File: config.mk
export PLATFORM = sky130hd
export DESIGN_NAME = luma_deblock_edge_line_filter_top_flat
export DESIGN_NICKNAME = d
export VERILOG_FILES = /design/src/ldf_pkg.sv /design/src/ldf_if.sv /design/src/ldf_edge_check.sv /design/src/ldf_tap_calc.sv /design/src/ldf_select.sv /design/src/luma_deblock_edge_line_filter_top.sv /design/src/flat_wrapper.sv
export VERILOG_INCLUDE_DIRS = /design/src /design/src/src
export SDC_FILE = /design/constraint.sdc
export NUM_CORES = 1
export LEC_CHECK = 0
export ABC_CLOCK_PERIOD_IN_PS = 21500
export BUFFER_PORTS_ARGS = -buffer_cell sky130_fd_sc_hd__buf_2
export CAP_MARGIN = 40
export CORE_ASPECT_RATIO = 1.5
export CORE_MARGIN = 4
export CORE_UTILIZATION = 40
export CTS_BUF_LIST = sky130_fd_sc_hd__clkbuf_4 sky130_fd_sc_hd__clkbuf_8
export DETAILED_ROUTE_END_ITERATION = 8
export GPL_TIMING_DRIVEN = 0
export PLACE_DENSITY = 0.55
export REMOVE_ABC_BUFFERS = 1
export SYNTH_ARGS = -nofsm -noshare
export SYNTH_HDL_FRONTEND = slang
export SYNTH_SLANG_ARGS = --single-unit
File: constraint.sdc
create_clock -name clk -period 21.5 [get_ports clk]
set_input_delay 3.225 -clock clk [delete_from_list [all_inputs] [get_ports clk]]
set_output_delay 3.225 -clock clk [all_outputs]
set_load 0.01 [all_outputs]
File: src/luma_deblock_edge_line_filter_top_assert.svh
// ----------------------------------------------------------------------------
// Assertion macros for the luma deblocking edge line filter.
// Shared shorthand for clocked properties with a synchronous reset guard.
// ----------------------------------------------------------------------------
`ifndef LUMA_DEBLOCK_EDGE_LINE_FILTER_TOP_ASSERT_SVH
`define LUMA_DEBLOCK_EDGE_LINE_FILTER_TOP_ASSERT_SVH

// Same-cycle implication, checked at every rising edge outside reset.
`define LDF_ASSERT_IMP(label, clk, rst, ante, cons) \
  label: assert property (@(posedge clk) disable iff (rst) (ante) |-> (cons)) \
    else $error("ldf assertion failed");

// Next-cycle implication, checked at every rising edge outside reset.
`define LDF_ASSERT_NEXT(label, clk, rst, ante, cons) \
  label: assert property (@(posedge clk) disable iff (rst) (ante) |=> (cons)) \
    else $error("ldf assertion failed");

`endif

File: src/ldf_pkg.sv
// ----------------------------------------------------------------------------
// ldf_pkg
// Types, codes and helpers shared by the luma deblocking edge line filter.
// ----------------------------------------------------------------------------
package ldf_pkg;

  localparam int SAMPLE_W = 8;
  localparam int CLIP_W   = 5;
  localparam int CFG_IDX_W = 2;

  // Filter mode codes carried by each item.
  localparam logic MODE_STRONG = 1'b0;
  localparam logic MODE_NORMAL = 1'b1;

  // Configuration register indexes.
  localparam logic [CFG_IDX_W-1:0] CFG_ALPHA = 2'd0;
  localparam logic [CFG_IDX_W-1:0] CFG_BETA  = 2'd1;
  localparam logic [CFG_IDX_W-1:0] CFG_CLIP  = 2'd2;

  localparam logic [SAMPLE_W-1:0] SAMPLE_MAX = 8'd255;

  typedef logic [SAMPLE_W-1:0] sample_t;

  // One line of samples across the edge.
  typedef struct packed {
    sample_t p3;
    sample_t p2;
    sample_t p1;
    sample_t p0;
    sample_t q0;
    sample_t q1;
    sample_t q2;
    sample_t q3;
  } ldf_samples_t;

  // Decisions taken by the edge test.
  typedef struct packed {
    logic mode;
    logic edge_pass;
    logic p_flat;
    logic q_flat;
    logic step_small;
  } ldf_check_t;

  typedef struct packed {
    ldf_check_t   chk;
    ldf_samples_t smp;
  } ldf_check_item_t;

  // Candidate values for every branch of the filter.
  typedef struct packed {
    ldf_check_t        chk;
    ldf_samples_t      smp;
    sample_t           strong_p0;
    sample_t           strong_p1;
    sample_t           strong_p2;
    sample_t           weak_p0;
    sample_t           strong_q0;
    sample_t           strong_q1;
    sample_t           strong_q2;
    sample_t           weak_q0;
    sample_t           adj_p1;
    sample_t           adj_q1;
    logic signed [8:0] delta;
    logic [5:0]        tc;
  } ldf_tap_item_t;

  typedef struct packed {
    sample_t new_p2;
    sample_t new_p1;
    sample_t new_p0;
    sample_t new_q0;
    sample_t new_q1;
    sample_t new_q2;
    logic    edge_filtered;
  } ldf_result_t;

  // Absolute difference of two samples.
  function automatic sample_t ldf_abs_diff(input sample_t a, input sample_t b);
    return (a > b) ? (a - b) : (b - a);
  endfunction

endpackage

File: src/ldf_if.sv
// ----------------------------------------------------------------------------
// ldf channel interfaces
// Sample line input, filtered line output and configuration write channel.
// ----------------------------------------------------------------------------
interface ldf_in_if;
  import ldf_pkg::*;

  logic    valid;
  logic    ready;
  logic    filter_mode;
  sample_t sample_p3;
  sample_t sample_p2;
  sample_t sample_p1;
  sample_t sample_p0;
  sample_t sample_q0;
  sample_t sample_q1;
  sample_t sample_q2;
  sample_t sample_q3;

  modport source (
    output valid, filter_mode, sample_p3, sample_p2, sample_p1, sample_p0,
           sample_q0, sample_q1, sample_q2, sample_q3,
    input  ready
  );
  modport sink (
    input  valid, filter_mode, sample_p3, sample_p2, sample_p1, sample_p0,
           sample_q0, sample_q1, sample_q2, sample_q3,
    output ready
  );
endinterface

interface ldf_out_if;
  import ldf_pkg::*;

  logic    valid;
  logic    ready;
  sample_t new_p2;
  sample_t new_p1;
  sample_t new_p0;
  sample_t new_q0;
  sample_t new_q1;
  sample_t new_q2;
  logic    edge_filtered;

  modport source (
    output valid, new_p2, new_p1, new_p0, new_q0, new_q1, new_q2, edge_filtered,
    input  ready
  );
  modport sink (
    input  valid, new_p2, new_p1, new_p0, new_q0, new_q1, new_q2, edge_filtered,
    output ready
  );
endinterface

interface ldf_cfg_if;
  import ldf_pkg::*;

  logic                 valid;
  logic                 ready;
  logic [CFG_IDX_W-1:0] index;
  logic [SAMPLE_W-1:0]  data;

  modport source (output valid, index, data, input ready);
  modport sink (input valid, index, data, output ready);
endinterface

File: src/ldf_edge_check.sv
// ----------------------------------------------------------------------------
// ldf_edge_check
// First stage: alpha/beta edge test and the flatness decisions, registered
// together with the sample line.
// ----------------------------------------------------------------------------
module ldf_edge_check (
  input  logic                    clk,
  input  logic                    rst,
  input  logic [7:0]              alpha_limit,
  input  logic [7:0]              beta_limit,
  input  logic                    in_valid,
  output logic                    in_ready,
  input  logic                    in_mode,
  input  ldf_pkg::ldf_samples_t   in_smp,
  output logic                    out_valid,
  input  logic                    out_ready,
  output ldf_pkg::ldf_check_item_t out_item
);
  import ldf_pkg::*;

  sample_t         d_p0q0;
  sample_t         d_p1p0;
  sample_t         d_q1q0;
  sample_t         d_p2p0;
  sample_t         d_q2q0;
  sample_t         near_limit;
  ldf_check_t      chk_next;
  logic            valid;
  ldf_check_item_t item;

  // Gradients across and beside the edge.
  always_comb begin
    d_p0q0 = ldf_abs_diff(in_smp.p0, in_smp.q0);
    d_p1p0 = ldf_abs_diff(in_smp.p1, in_smp.p0);
    d_q1q0 = ldf_abs_diff(in_smp.q1, in_smp.q0);
    d_p2p0 = ldf_abs_diff(in_smp.p2, in_smp.p0);
    d_q2q0 = ldf_abs_diff(in_smp.q2, in_smp.q0);
    near_limit = {2'b00, alpha_limit[7:2]} + 8'd2;
    chk_next.mode       = in_mode;
    chk_next.edge_pass  = (d_p0q0 < alpha_limit) && (d_p1p0 < beta_limit) &&
                          (d_q1q0 < beta_limit);
    chk_next.p_flat     = d_p2p0 < beta_limit;
    chk_next.q_flat     = d_q2q0 < beta_limit;
    chk_next.step_small = d_p0q0 < near_limit;
  end

  // The stage takes a new item whenever it is empty or drains this cycle.
  assign in_ready = !valid || out_ready;

  always_ff @(posedge clk) begin
    if (rst) begin
      valid <= 1'b0;
    end else if (in_ready) begin
      valid <= in_valid;
    end
  end

  always_ff @(posedge clk) begin
    if (in_valid && in_ready) begin
      item.chk <= chk_next;
      item.smp <= in_smp;
    end
  end

  assign out_valid = valid;
  assign out_item  = item;

endmodule

File: src/ldf_tap_calc.sv
// ----------------------------------------------------------------------------
// ldf_tap_calc
// Second stage: strong smoothing taps, weak taps, clipped p1/q1 moves and the
// raw normal-mode delta.
// ----------------------------------------------------------------------------
module ldf_tap_calc (
  input  logic                     clk,
  input  logic                     rst,
  input  logic [4:0]               clip_base,
  input  logic                     in_valid,
  output logic                     in_ready,
  input  ldf_pkg::ldf_check_item_t in_item,
  output logic                     out_valid,
  input  logic                     out_ready,
  output ldf_pkg::ldf_tap_item_t   out_item
);
  import ldf_pkg::*;

  `include "luma_deblock_edge_line_filter_top_assert.svh"

  sample_t           p3, p2, p1, p0, q0, q1, q2, q3;
  logic [10:0]       sum_sp0, sum_sp2, sum_sq0, sum_sq2;
  logic [9:0]        sum_sp1, sum_wp0, sum_sq1, sum_wq0;
  logic [8:0]        avg_sum;
  sample_t           avg;
  logic [8:0]        half_p, half_q;
  logic signed [9:0] move_p, move_q, clip_p, clip_q, tc0_s;
  logic signed [11:0] raw;
  ldf_tap_item_t     item_next;
  logic              valid;
  ldf_tap_item_t     item;

  always_comb begin
    p3 = in_item.smp.p3;
    p2 = in_item.smp.p2;
    p1 = in_item.smp.p1;
    p0 = in_item.smp.p0;
    q0 = in_item.smp.q0;
    q1 = in_item.smp.q1;
    q2 = in_item.smp.q2;
    q3 = in_item.smp.q3;
  end

  // Strong mode 4- and 5-tap sums and the weak 3-tap sums.
  always_comb begin
    sum_sp0 = 11'(p2) + (11'(p1) << 1) + (11'(p0) << 1) + (11'(q0) << 1) +
              11'(q1) + 11'd4;
    sum_sp1 = 10'(p2) + 10'(p1) + 10'(p0) + 10'(q0) + 10'd2;
    sum_sp2 = (11'(p3) << 1) + 11'(p2) + (11'(p2) << 1) + 11'(p1) + 11'(p0) +
              11'(q0) + 11'd4;
    sum_wp0 = (10'(p1) << 1) + 10'(p0) + 10'(q1) + 10'd2;
    sum_sq0 = 11'(p1) + (11'(p0) << 1) + (11'(q0) << 1) + (11'(q1) << 1) +
              11'(q2) + 11'd4;
    sum_sq1 = 10'(p0) + 10'(q0) + 10'(q1) + 10'(q2) + 10'd2;
    sum_sq2 = (11'(q3) << 1) + 11'(q2) + (11'(q2) << 1) + 11'(q1) + 11'(q0) +
              11'(p0) + 11'd4;
    sum_wq0 = (10'(q1) << 1) + 10'(q0) + 10'(p1) + 10'd2;
  end

  // Normal mode: p1/q1 pulled toward the midpoint, limited to tc0.
  always_comb begin
    avg_sum = 9'(p0) + 9'(q0) + 9'd1;
    avg     = avg_sum[8:1];
    half_p  = 9'(p2) + 9'(avg);
    half_q  = 9'(q2) + 9'(avg);
    move_p  = $signed({2'b00, half_p[8:1]}) - $signed({2'b00, p1});
    move_q  = $signed({2'b00, half_q[8:1]}) - $signed({2'b00, q1});
    tc0_s   = $signed({5'b00000, clip_base});
    if (move_p > tc0_s) begin
      clip_p = tc0_s;
    end else if (move_p < -tc0_s) begin
      clip_p = -tc0_s;
    end else begin
      clip_p = move_p;
    end
    if (move_q > tc0_s) begin
      clip_q = tc0_s;
    end else if (move_q < -tc0_s) begin
      clip_q = -tc0_s;
    end else begin
      clip_q = move_q;
    end
  end

  // Raw edge delta; the arithmetic shift by three floors negative values.
  always_comb begin
    raw = ($signed({4'b0000, q0}) <<< 2) - ($signed({4'b0000, p0}) <<< 2) +
          $signed({4'b0000, p1}) - $signed({4'b0000, q1}) + 12'sd4;
  end

  always_comb begin
    item_next.chk       = in_item.chk;
    item_next.smp       = in_item.smp;
    item_next.strong_p0 = sum_sp0[10:3];
    item_next.strong_p1 = sum_sp1[9:2];
    item_next.strong_p2 = sum_sp2[10:3];
    item_next.weak_p0   = sum_wp0[9:2];
    item_next.strong_q0 = sum_sq0[10:3];
    item_next.strong_q1 = sum_sq1[9:2];
    item_next.strong_q2 = sum_sq2[10:3];
    item_next.weak_q0   = sum_wq0[9:2];
    item_next.adj_p1    = 8'($signed({2'b00, p1}) + clip_p);
    item_next.adj_q1    = 8'($signed({2'b00, q1}) + clip_q);
    item_next.delta     = raw[11:3];
    item_next.tc        = 6'(clip_base) + 6'(in_item.chk.p_flat) +
                          6'(in_item.chk.q_flat);
  end

  assign in_ready = !valid || out_ready;

  always_ff @(posedge clk) begin
    if (rst) begin
      valid <= 1'b0;
    end else if (in_ready) begin
      valid <= in_valid;
    end
  end

  always_ff @(posedge clk) begin
    if (in_valid && in_ready) begin
      item <= item_next;
    end
  end

  assign out_valid = valid;
  assign out_item  = item;

  // A stalled stage keeps its item untouched.
  `LDF_ASSERT_NEXT(a_tap_hold, clk, rst, valid && !out_ready, valid && $stable(item))

endmodule

File: src/ldf_select.sv
// ----------------------------------------------------------------------------
// ldf_select
// Third stage: chooses between the filter branches, clips the delta to tc,
// clips new p0/q0 to the sample range and holds the result item.
// ----------------------------------------------------------------------------
module ldf_select (
  input  logic                   clk,
  input  logic                   rst,
  input  logic                   in_valid,
  output logic                   in_ready,
  input  ldf_pkg::ldf_tap_item_t in_item,
  output logic                   out_valid,
  input  logic                   out_ready,
  output ldf_pkg::ldf_result_t   out_res
);
  import ldf_pkg::*;

  `include "luma_deblock_edge_line_filter_top_assert.svh"

  logic signed [8:0] tc_s;
  logic signed [8:0] dclip;
  logic signed [9:0] sum_p0, sum_q0;
  sample_t           norm_p0, norm_q0;
  logic              use_p_strong, use_q_strong;
  ldf_result_t       res_next;
  logic              valid;
  ldf_result_t       res;
  logic              accept;

  // Delta limited to tc, then applied and clipped to 0..255.
  always_comb begin
    tc_s = $signed({3'b000, in_item.tc});
    if (in_item.delta > tc_s) begin
      dclip = tc_s;
    end else if (in_item.delta < -tc_s) begin
      dclip = -tc_s;
    end else begin
      dclip = in_item.delta;
    end
    sum_p0 = $signed({2'b00, in_item.smp.p0}) + 10'(dclip);
    sum_q0 = $signed({2'b00, in_item.smp.q0}) - 10'(dclip);
    if (sum_p0 < 10'sd0) begin
      norm_p0 = '0;
    end else if (sum_p0 > $signed({2'b00, SAMPLE_MAX})) begin
      norm_p0 = SAMPLE_MAX;
    end else begin
      norm_p0 = sum_p0[7:0];
    end
    if (sum_q0 < 10'sd0) begin
      norm_q0 = '0;
    end else if (sum_q0 > $signed({2'b00, SAMPLE_MAX})) begin
      norm_q0 = SAMPLE_MAX;
    end else begin
      norm_q0 = sum_q0[7:0];
    end
  end

  // Branch selection; untouched samples pass through.
  always_comb begin
    use_p_strong = in_item.chk.step_small && in_item.chk.p_flat;
    use_q_strong = in_item.chk.step_small && in_item.chk.q_flat;
    res_next.new_p2        = in_item.smp.p2;
    res_next.new_p1        = in_item.smp.p1;
    res_next.new_p0        = in_item.smp.p0;
    res_next.new_q0        = in_item.smp.q0;
    res_next.new_q1        = in_item.smp.q1;
    res_next.new_q2        = in_item.smp.q2;
    res_next.edge_filtered = in_item.chk.edge_pass;
    if (in_item.chk.edge_pass) begin
      if (in_item.chk.mode == MODE_STRONG) begin
        if (use_p_strong) begin
          res_next.new_p0 = in_item.strong_p0;
          res_next.new_p1 = in_item.strong_p1;
          res_next.new_p2 = in_item.strong_p2;
        end else begin
          res_next.new_p0 = in_item.weak_p0;
        end
        if (use_q_strong) begin
          res_next.new_q0 = in_item.strong_q0;
          res_next.new_q1 = in_item.strong_q1;
          res_next.new_q2 = in_item.strong_q2;
        end else begin
          res_next.new_q0 = in_item.weak_q0;
        end
      end else begin
        if (in_item.chk.p_flat) begin
          res_next.new_p1 = in_item.adj_p1;
        end
        if (in_item.chk.q_flat) begin
          res_next.new_q1 = in_item.adj_q1;
        end
        res_next.new_p0 = norm_p0;
        res_next.new_q0 = norm_q0;
      end
    end
  end

  assign in_ready = !valid || out_ready;
  assign accept   = in_valid && in_ready;

  always_ff @(posedge clk) begin
    if (rst) begin
      valid <= 1'b0;
    end else if (in_ready) begin
      valid <= in_valid;
    end
  end

  always_ff @(posedge clk) begin
    if (accept) begin
      res <= res_next;
    end
  end

  assign out_valid = valid;
  assign out_res   = res;

  // An item taken in is offered at the output on the next cycle.
  `LDF_ASSERT_NEXT(a_sel_offer, clk, rst, accept, valid)
  // Normal mode never changes p2 or q2.
  `LDF_ASSERT_NEXT(a_sel_normal_outer, clk, rst, accept && in_item.chk.mode == MODE_NORMAL, res.new_p2 == $past(in_item.smp.p2) && res.new_q2 == $past(in_item.smp.q2))
  // A failed edge test leaves the line untouched and unflagged.
  `LDF_ASSERT_NEXT(a_sel_bypass, clk, rst, accept && !in_item.chk.edge_pass, !res.edge_filtered && res.new_p0 == $past(in_item.smp.p0) && res.new_q0 == $past(in_item.smp.q0))

endmodule

File: src/luma_deblock_edge_line_filter_top.sv
// ----------------------------------------------------------------------------
// luma_deblock_edge_line_filter_top
// Deblocking filter for one line of eight luma samples across a block edge.
//
//   Channel   Direction  Carries
//   in_chan   sink       filter_mode, sample_p3 .. sample_q3
//   out_chan  source     new_p2 .. new_q2, edge_filtered
//   cfg_chan  sink       index, data (alpha_limit, beta_limit, clip_base)
//
// Every item passes three register stages in order: edge test, tap sums,
// and select and clip.
// One item per cycle is sustained while the output is ready; each stage holds one item.
// A stalled output holds its item, and each stage takes a new item as soon
// as it is empty or its item moves on, so bubbles close up.
// Synchronous reset empties the pipeline and clears the limits to zero.
// The configuration channel is always ready and its writes are registered.
// ----------------------------------------------------------------------------
module luma_deblock_edge_line_filter_top (
  input  logic       clk,
  input  logic       rst,
  ldf_in_if.sink     in_chan,
  ldf_out_if.source  out_chan,
  ldf_cfg_if.sink    cfg_chan
);
  import ldf_pkg::*;

  logic [SAMPLE_W-1:0] alpha_limit;
  logic [SAMPLE_W-1:0] beta_limit;
  logic [CLIP_W-1:0]   clip_base;
  ldf_samples_t        in_smp;
  logic                chk_valid, chk_ready;
  ldf_check_item_t     chk_item;
  logic                tap_valid, tap_ready;
  ldf_tap_item_t       tap_item;
  ldf_result_t         res;

  // Configuration registers.
  assign cfg_chan.ready = 1'b1;

  always_ff @(posedge clk) begin
    if (rst) begin
      alpha_limit <= '0;
      beta_limit  <= '0;
      clip_base   <= '0;
    end else if (cfg_chan.valid && cfg_chan.ready) begin
      case (cfg_chan.index)
        CFG_ALPHA: alpha_limit <= cfg_chan.data;
        CFG_BETA:  beta_limit  <= cfg_chan.data;
        CFG_CLIP:  clip_base   <= cfg_chan.data[CLIP_W-1:0];
        default: begin
        end
      endcase
    end
  end

  // Gather the sample line.
  always_comb begin
    in_smp.p3 = in_chan.sample_p3;
    in_smp.p2 = in_chan.sample_p2;
    in_smp.p1 = in_chan.sample_p1;
    in_smp.p0 = in_chan.sample_p0;
    in_smp.q0 = in_chan.sample_q0;
    in_smp.q1 = in_chan.sample_q1;
    in_smp.q2 = in_chan.sample_q2;
    in_smp.q3 = in_chan.sample_q3;
  end

  ldf_edge_check u_check (
    .clk         (clk),
    .rst         (rst),
    .alpha_limit (alpha_limit),
    .beta_limit  (beta_limit),
    .in_valid    (in_chan.valid),
    .in_ready    (in_chan.ready),
    .in_mode     (in_chan.filter_mode),
    .in_smp      (in_smp),
    .out_valid   (chk_valid),
    .out_ready   (chk_ready),
    .out_item    (chk_item)
  );

  ldf_tap_calc u_taps (
    .clk       (clk),
    .rst       (rst),
    .clip_base (clip_base),
    .in_valid  (chk_valid),
    .in_ready  (chk_ready),
    .in_item   (chk_item),
    .out_valid (tap_valid),
    .out_ready (tap_ready),
    .out_item  (tap_item)
  );

  ldf_select u_select (
    .clk       (clk),
    .rst       (rst),
    .in_valid  (tap_valid),
    .in_ready  (tap_ready),
    .in_item   (tap_item),
    .out_valid (out_chan.valid),
    .out_ready (out_chan.ready),
    .out_res   (res)
  );

  // Drive the result fields.
  assign out_chan.new_p2        = res.new_p2;
  assign out_chan.new_p1        = res.new_p1;
  assign out_chan.new_p0        = res.new_p0;
  assign out_chan.new_q0        = res.new_q0;
  assign out_chan.new_q1        = res.new_q1;
  assign out_chan.new_q2        = res.new_q2;
  assign out_chan.edge_filtered = res.edge_filtered;

endmodule
File: src/flat_wrapper.sv
// flat-port wrapper written by rule: the top's interface ports become plain ports
module luma_deblock_edge_line_filter_top_flat import ldf_pkg::*;
  (clk, rst, in_chan_valid, in_chan_filter_mode, in_chan_sample_p3, in_chan_sample_p2, in_chan_sample_p1, in_chan_sample_p0, in_chan_sample_q0, in_chan_sample_q1, in_chan_sample_q2, in_chan_sample_q3, in_chan_ready, out_chan_valid, out_chan_new_p2, out_chan_new_p1, out_chan_new_p0, out_chan_new_q0, out_chan_new_q1, out_chan_new_q2, out_chan_edge_filtered, out_chan_ready, cfg_chan_valid, cfg_chan_index, cfg_chan_data, cfg_chan_ready);
  ldf_in_if in_chan_i ();
  ldf_out_if out_chan_i ();
  ldf_cfg_if cfg_chan_i ();
  input  logic clk;
  input  logic rst;
  input wire logic [$bits(in_chan_i.valid)-1:0] in_chan_valid;
  input wire logic [$bits(in_chan_i.filter_mode)-1:0] in_chan_filter_mode;
  input wire logic [$bits(in_chan_i.sample_p3)-1:0] in_chan_sample_p3;
  input wire logic [$bits(in_chan_i.sample_p2)-1:0] in_chan_sample_p2;
  input wire logic [$bits(in_chan_i.sample_p1)-1:0] in_chan_sample_p1;
  input wire logic [$bits(in_chan_i.sample_p0)-1:0] in_chan_sample_p0;
  input wire logic [$bits(in_chan_i.sample_q0)-1:0] in_chan_sample_q0;
  input wire logic [$bits(in_chan_i.sample_q1)-1:0] in_chan_sample_q1;
  input wire logic [$bits(in_chan_i.sample_q2)-1:0] in_chan_sample_q2;
  input wire logic [$bits(in_chan_i.sample_q3)-1:0] in_chan_sample_q3;
  output wire logic [$bits(in_chan_i.ready)-1:0] in_chan_ready;
  output wire logic [$bits(out_chan_i.valid)-1:0] out_chan_valid;
  output wire logic [$bits(out_chan_i.new_p2)-1:0] out_chan_new_p2;
  output wire logic [$bits(out_chan_i.new_p1)-1:0] out_chan_new_p1;
  output wire logic [$bits(out_chan_i.new_p0)-1:0] out_chan_new_p0;
  output wire logic [$bits(out_chan_i.new_q0)-1:0] out_chan_new_q0;
  output wire logic [$bits(out_chan_i.new_q1)-1:0] out_chan_new_q1;
  output wire logic [$bits(out_chan_i.new_q2)-1:0] out_chan_new_q2;
  output wire logic [$bits(out_chan_i.edge_filtered)-1:0] out_chan_edge_filtered;
  input wire logic [$bits(out_chan_i.ready)-1:0] out_chan_ready;
  input wire logic [$bits(cfg_chan_i.valid)-1:0] cfg_chan_valid;
  input wire logic [$bits(cfg_chan_i.index)-1:0] cfg_chan_index;
  input wire logic [$bits(cfg_chan_i.data)-1:0] cfg_chan_data;
  output wire logic [$bits(cfg_chan_i.ready)-1:0] cfg_chan_ready;
  assign in_chan_i.valid = in_chan_valid;
  assign in_chan_i.filter_mode = in_chan_filter_mode;
  assign in_chan_i.sample_p3 = in_chan_sample_p3;
  assign in_chan_i.sample_p2 = in_chan_sample_p2;
  assign in_chan_i.sample_p1 = in_chan_sample_p1;
  assign in_chan_i.sample_p0 = in_chan_sample_p0;
  assign in_chan_i.sample_q0 = in_chan_sample_q0;
  assign in_chan_i.sample_q1 = in_chan_sample_q1;
  assign in_chan_i.sample_q2 = in_chan_sample_q2;
  assign in_chan_i.sample_q3 = in_chan_sample_q3;
  assign in_chan_ready = in_chan_i.ready;
  assign out_chan_valid = out_chan_i.valid;
  assign out_chan_new_p2 = out_chan_i.new_p2;
  assign out_chan_new_p1 = out_chan_i.new_p1;
  assign out_chan_new_p0 = out_chan_i.new_p0;
  assign out_chan_new_q0 = out_chan_i.new_q0;
  assign out_chan_new_q1 = out_chan_i.new_q1;
  assign out_chan_new_q2 = out_chan_i.new_q2;
  assign out_chan_edge_filtered = out_chan_i.edge_filtered;
  assign out_chan_i.ready = out_chan_ready;
  assign cfg_chan_i.valid = cfg_chan_valid;
  assign cfg_chan_i.index = cfg_chan_index;
  assign cfg_chan_i.data = cfg_chan_data;
  assign cfg_chan_ready = cfg_chan_i.ready;
  luma_deblock_edge_line_filter_top u_core (.clk(clk), .rst(rst), .in_chan(in_chan_i), .out_chan(out_chan_i), .cfg_chan(cfg_chan_i));
endmodule
Word level (Yosys, flattened, before mapping)
Cells that the tools add are included.
Cells by class
  $add $sub $neg: 65
  $lt $le $gt $ge: 21
  equal/unequal tests: 2
  multiplexer cells: 25
  reduce and logical (&&, ||, !) cells: 17
Operator list (number)
  two-way mux 8 bit: 19
  adder 11 x 8 -> 11 bit: 8
  subtractor 8 bit: 10
  adder 9 x 8 -> 10 bit: 6
  two-way mux 48 bit: 1
  adder 8 x 8 -> 9 bit: 5
  adder 10 x 9 -> 11 bit: 4
  adder 11 x 3 -> 11 bit (second input constant): 4
  adder 10 x 2 -> 10 bit (second input constant): 4
  adder 10 x 8 -> 10 bit: 4
  greater-than comparator 8 bit: 5
  less-than comparator 8 bit: 5
  two-way mux 16 bit: 2
  two-way mux 32 bit: 1
  adder 11 x 9 -> 11 bit: 2
  adder 8 x 9 -> 10 bit: 2
  greater-than comparator 10 x 9 -> 1 bit (second input constant): 2
  less-than comparator 10 x 1 -> 1 bit (second input constant): 2
  less-than comparator 9 x 10 -> 1 bit: 2
  greater-than comparator 9 x 6 -> 1 bit: 2
  two-way mux 9 bit: 2
  subtractor 8 x 8 -> 9 bit: 2
  adder 8 bit: 2
  adder 11 x 9 -> 12 bit: 1
  21 further kinds: 33
Word-level totals
  register bits after elaboration: 290
  output and inout bits: 52
  word-level logic and storage cells: 179

Logic depth before layout (Yosys ltp)
  depth after elaboration: 10
  gate-level depth with buffers: 38

Hierarchy
From an unflattened synthesis, not the netlist that was laid out.
Second synthesis, totals
  cells, all modules: 2388
  area, all modules: 25976.2 um^2
By module, submodules not included
  ldf_tap_calc: times used 1, cells an instance 1232, area an instance 14664.1 um^2
  ldf_edge_check: times used 1, cells an instance 617, area an instance 6289.8 um^2
  ldf_select: times used 1, cells an instance 456, area an instance 4137.7 um^2
  luma_deblock_edge_line_filter_top: times used 1, cells an instance 83, area an instance 884.6 um^2

Worst setup path after synthesis
OpenSTA, ideal clock, no wires.
  path kind: in2reg
  start point: input port out_chan_ready
  end point: register u_core.u_taps.item, in the netlist u_core.u_taps.out_item[0] (enable)
  setup time: 0.882 ns
  arrival: 13.999 ns
  slack: 6.619 ns
  stages on the path: 2
  path buffers: 0
  path through: nor2b_1 -> a21boi_0
On the way
  cells in the longest elaborated chain, start to end: 3
Ends and longest elaborated chain
  start, declared: line flat_wrapper.sv:28  | input wire logic [$bits(out_chan_i.ready)-1:0] out_chan_ready;
  logical OR 1 bit: line ldf_select.sv:98  | assign in_ready = !valid || out_ready;
  logical OR 1 bit: line ldf_tap_calc.sv:109  | assign in_ready = !valid || out_ready;
  logical AND 1 bit: line ldf_tap_calc.sv:120  | if (in_valid && in_ready) begin
  end signal, assigned: line ldf_tap_calc.sv:121  | item <= item_next;
  end, declared: line ldf_tap_calc.sv:31  | ldf_tap_item_t item;
Every way passes these cells.
A chain may end at the register's enable or synchronous reset.

==> impl_results.md <==
* Status: finished clean
* Die W at roughly 210 um
* Post-Synthesis Cells at roughly 2,300
* DRC at 0
* Post-CTS resize count at 0
* Post-Syn Area at about 25,000 um^2
* Core Footprint at 61,390 um^2
* Max Fclk at around 0.12 GHz
* Internal power at around 2000 uW
* Max Cap Viol at 0
* Max_slew headroom at a little under two fifths
* Layout cells sized above 1 at about an eighth
* Async SR Flop Fraction at 0%
* Syn Area/Cell at between 10 and 15 um^2
* Final setup viols at 0
* Post-synth top area share at around a third
* Routed len/inst at between 20 and 25 um
* Port-buffer cells at between 100 and 150
* GPL Wtd Cong at slightly above 0.9
* Worst Clk Skew at 0.05434 ns
* Worst skew pair latency at roughly 0.65 ns
* P per Cell Area at approximately 120 nW/um^2
* Initial antenna violation count at 4
* Post-synth top cells: ha_1, inv_1, edfxtp_1, fa_1, nor2_1
* Peak supply drop at about 0.059 mV
* Worst slew pin tran at 0.9297 ns
* CP max FO at 8
* Clk pwr share at between 10% and 20%
* Vias per cell at 5.396
* Period utilisation layout at ~40%
* Post-CTS setup buffers at 0
* Dominant cell type by area after synthesis: edfxtp_1
* Max stage delay on crit path at about 0.9 ns
* Critical path required time at roughly 22 ns
* Hold Vio Cnt, Final at 0
* Seq cells post-synth at 290
* Comb pwr share at between 50% and 60%
* Die Ht at roughly 310 um
* Row count at between 100 and 150
* Grt total ovfl at 0
* Die ar. at between 60,000 and 70,000 um^2
* Max clock buf depth at 3
* CP Data Arrival Time at roughly 9.0 ns
* Syn. warnings at 0
* Type of the worst min-delay path: reg -> reg
* WS Path Type: reg -> reg
* Crit end category: flop
* Nets@finish at 3,073
* Number of synthesized flops with an enable pin at approximately 270
* P&R area growth vs syn at 12.69%
* Number of sinks on the clock net at 290
* Setup TNS Final at 0 ns
* Clock slew at reported path FFs at ~0.07 ns
* Net Switching at about 1500 uW
* Largest net degree at the start of global routing at 29
* CTS root buf: clkbuf_8
* Fin util at ~46%
* Starting Density at roughly two fifths
* Final min period at roughly 8.6 ns
* Hold_buf cts at 0
* H-Tree Depth at 2
* 1st-pass router iterations at 6
* Startpoint class of the critical path: flop
* Final Slew Violations at 0
* DRT iter0 DRCs at ~800
* Vias at about 18,000
* IO Pins at between 100 and 150
* Flop pwr share at roughly a quarter
* Top FF cell, synth: edfxtp_1
* Worst path most repeated cell: a21oi_1
* P_leak at about 0.012 uW
* Synth cell types at between 80 and 90
* CTS tree: done
* Hpwl dp at 61,550 um
* CTS buffer count at 49
* Sequential share of the synthesized area at 34.02%
* WL final at between 70,000 and 80,000 um
* Most common cell in the netlist: ha_1
* Sw Share at 42.90%
* Post-DRT Antenna Nets at 0
* CP max-delay cell: edfxtp_1
* First-pass GRT wire length at 112,200 um
* Synth area leaders: edfxtp_1, ha_1, fa_1
* Vias in the first global route at 18,769
* Fillers at 5,835
* RSZ-0062 raised after global routing: no
* GRT Util Overall at a little under a quarter
==> flip-flops by register name (all words and copies together), names as in the netlist <==
name and flops:
u_core.u_select.out_res 49, u_core.u_taps.out_item 148, u_core.alpha_limit 8, u_core.u_check.out_valid 1, u_core.u_taps.out_valid 1, u_core.clip_base 5, u_core.u_select.out_valid 1, u_core.beta_limit 8
u_core.u_check.out_item 69
==> metrics by stage <==
step / total power, uW / area [um^2] / hold WS [ns] / std cells / setup slack [ns]
floorplan: 2373 / 24730 / 0.4003 / 2261 / 6.619
global placement: 2864 / 26370 / 0.4047 / 3182 / 1.386
detailed placement: 2936 / 27080 / 0.4083 / 3217 / 12.95
CTS: 3467 / 28050 / 0.4220 / 3302 / 12.91
global route: 3754 / 28050 / 0.4385 / 3303 / 12.45
finish: 3434 / 28050 / 0.4169 / 3304 / 12.88
==> cell usage in the layout (no fill, tap or decap), types with 15 or more instances in the layout <==
cell,synthesis,routed
a21boi_0,16,15
xnor2_1,98,98
nand3_1,35,35
edfxtp_1,266,266
mux2i_1,48,48
nor2b_1,36,35
o21a_1,53,53
nand2_1,87,87
nand2b_1,31,31
mux2_2,29,29
nor3_1,61,61
buf_2,6,130
xor2_1,35,35
nor2_1,154,153
clkbuf_8,0,49
o21bai_1,24,24
fa_1,163,163
a22oi_1,16,16
a21o_1,36,36
a31oi_1,18,17
ha_1,353,353
dfxtp_1,24,24
a211oi_1,16,16
a21oi_1,126,126
inv_1,285,285
o21ai_0,97,97
==> final cells by class <==
type	instances	area, um^2	share of cell area [%]
diodes	2	5.005	0.01784
well taps	791	989.7	3.528
multi-input cells	1685	15230	54.29
clock buffers	58	742.0	2.645
flip-flops and latches	290	8468	30.19
repair buffers	165	1319	4.701
inverters	286	1074	3.827
clock inverters	27	226.5	0.8073
==> worst paths after layout <==
path / startpoint / endpoint / slack, ns / depth (start not counted)
worst max-delay path: u_core.u_check.out_item[33] / u_core.u_taps.out_item[30] / 12.88 / 34
worst min-delay path: u_core.u_check.out_item[68] / u_core.u_taps.out_item[163] / 0.42 / 0
worst max register to register: u_core.u_check.out_item[33] / u_core.u_taps.out_item[30] / 12.88 / 34
worst min register to register: u_core.u_check.out_item[68] / u_core.u_taps.out_item[163] / 0.42 / 0
==> power by group through the flow <==
stage	clock network (uW)	registers, uW	logic [uW]
2_1_floorplan	0	869	1500
3_3_place_gp	0	916	1950
3_5_place_dp	0	893	2040
4_1_cts	525	881	2060
5_1_grt	549	887	2320
6_report	503	879	2050
==> cell families (layout without fill, tap and decap cells) <==
group | after synthesis | count (layout) | share of synthesized area (%)
AO/OA/AOI/OAI | 485 | 485 | 12.89
XOR/XNOR | 133 | 133 | 4.679
adder cells (fa/ha/maj) | 516 | 516 | 30.85
buffers and inverters | 323 | 536 | 4.976
flip-flops | 290 | 290 | 34.02
multiplexers | 80 | 80 | 3.483
other | 1 | 3 | 0.01506
AND/OR/NAND/NOR | 470 | 470 | 9.097
==> critical path, delay by kind of cell (launching register included) <==
kind	cells	cell delay [ns]
buf+inv	3	0.71
flops	1	0.91
simple gates	5	1.01
xor+xnor	4	0.61
compound gates	17	3.30
fa+ha+maj	5	1.78
==> routing by layer <==
metal | GRT usage (%) | vias to the layer above | routed length, um
li1 | - | 8489 | -
met1 | 24.94 | 8733 | 28030
met2 | 41.47 | 427 | 38990
met3 | 2.765 | 174 | 2613
met4 | 12.16 | 4 | 4951
met5 | 0 | - | 20
(Power assumes the default switching activity.)
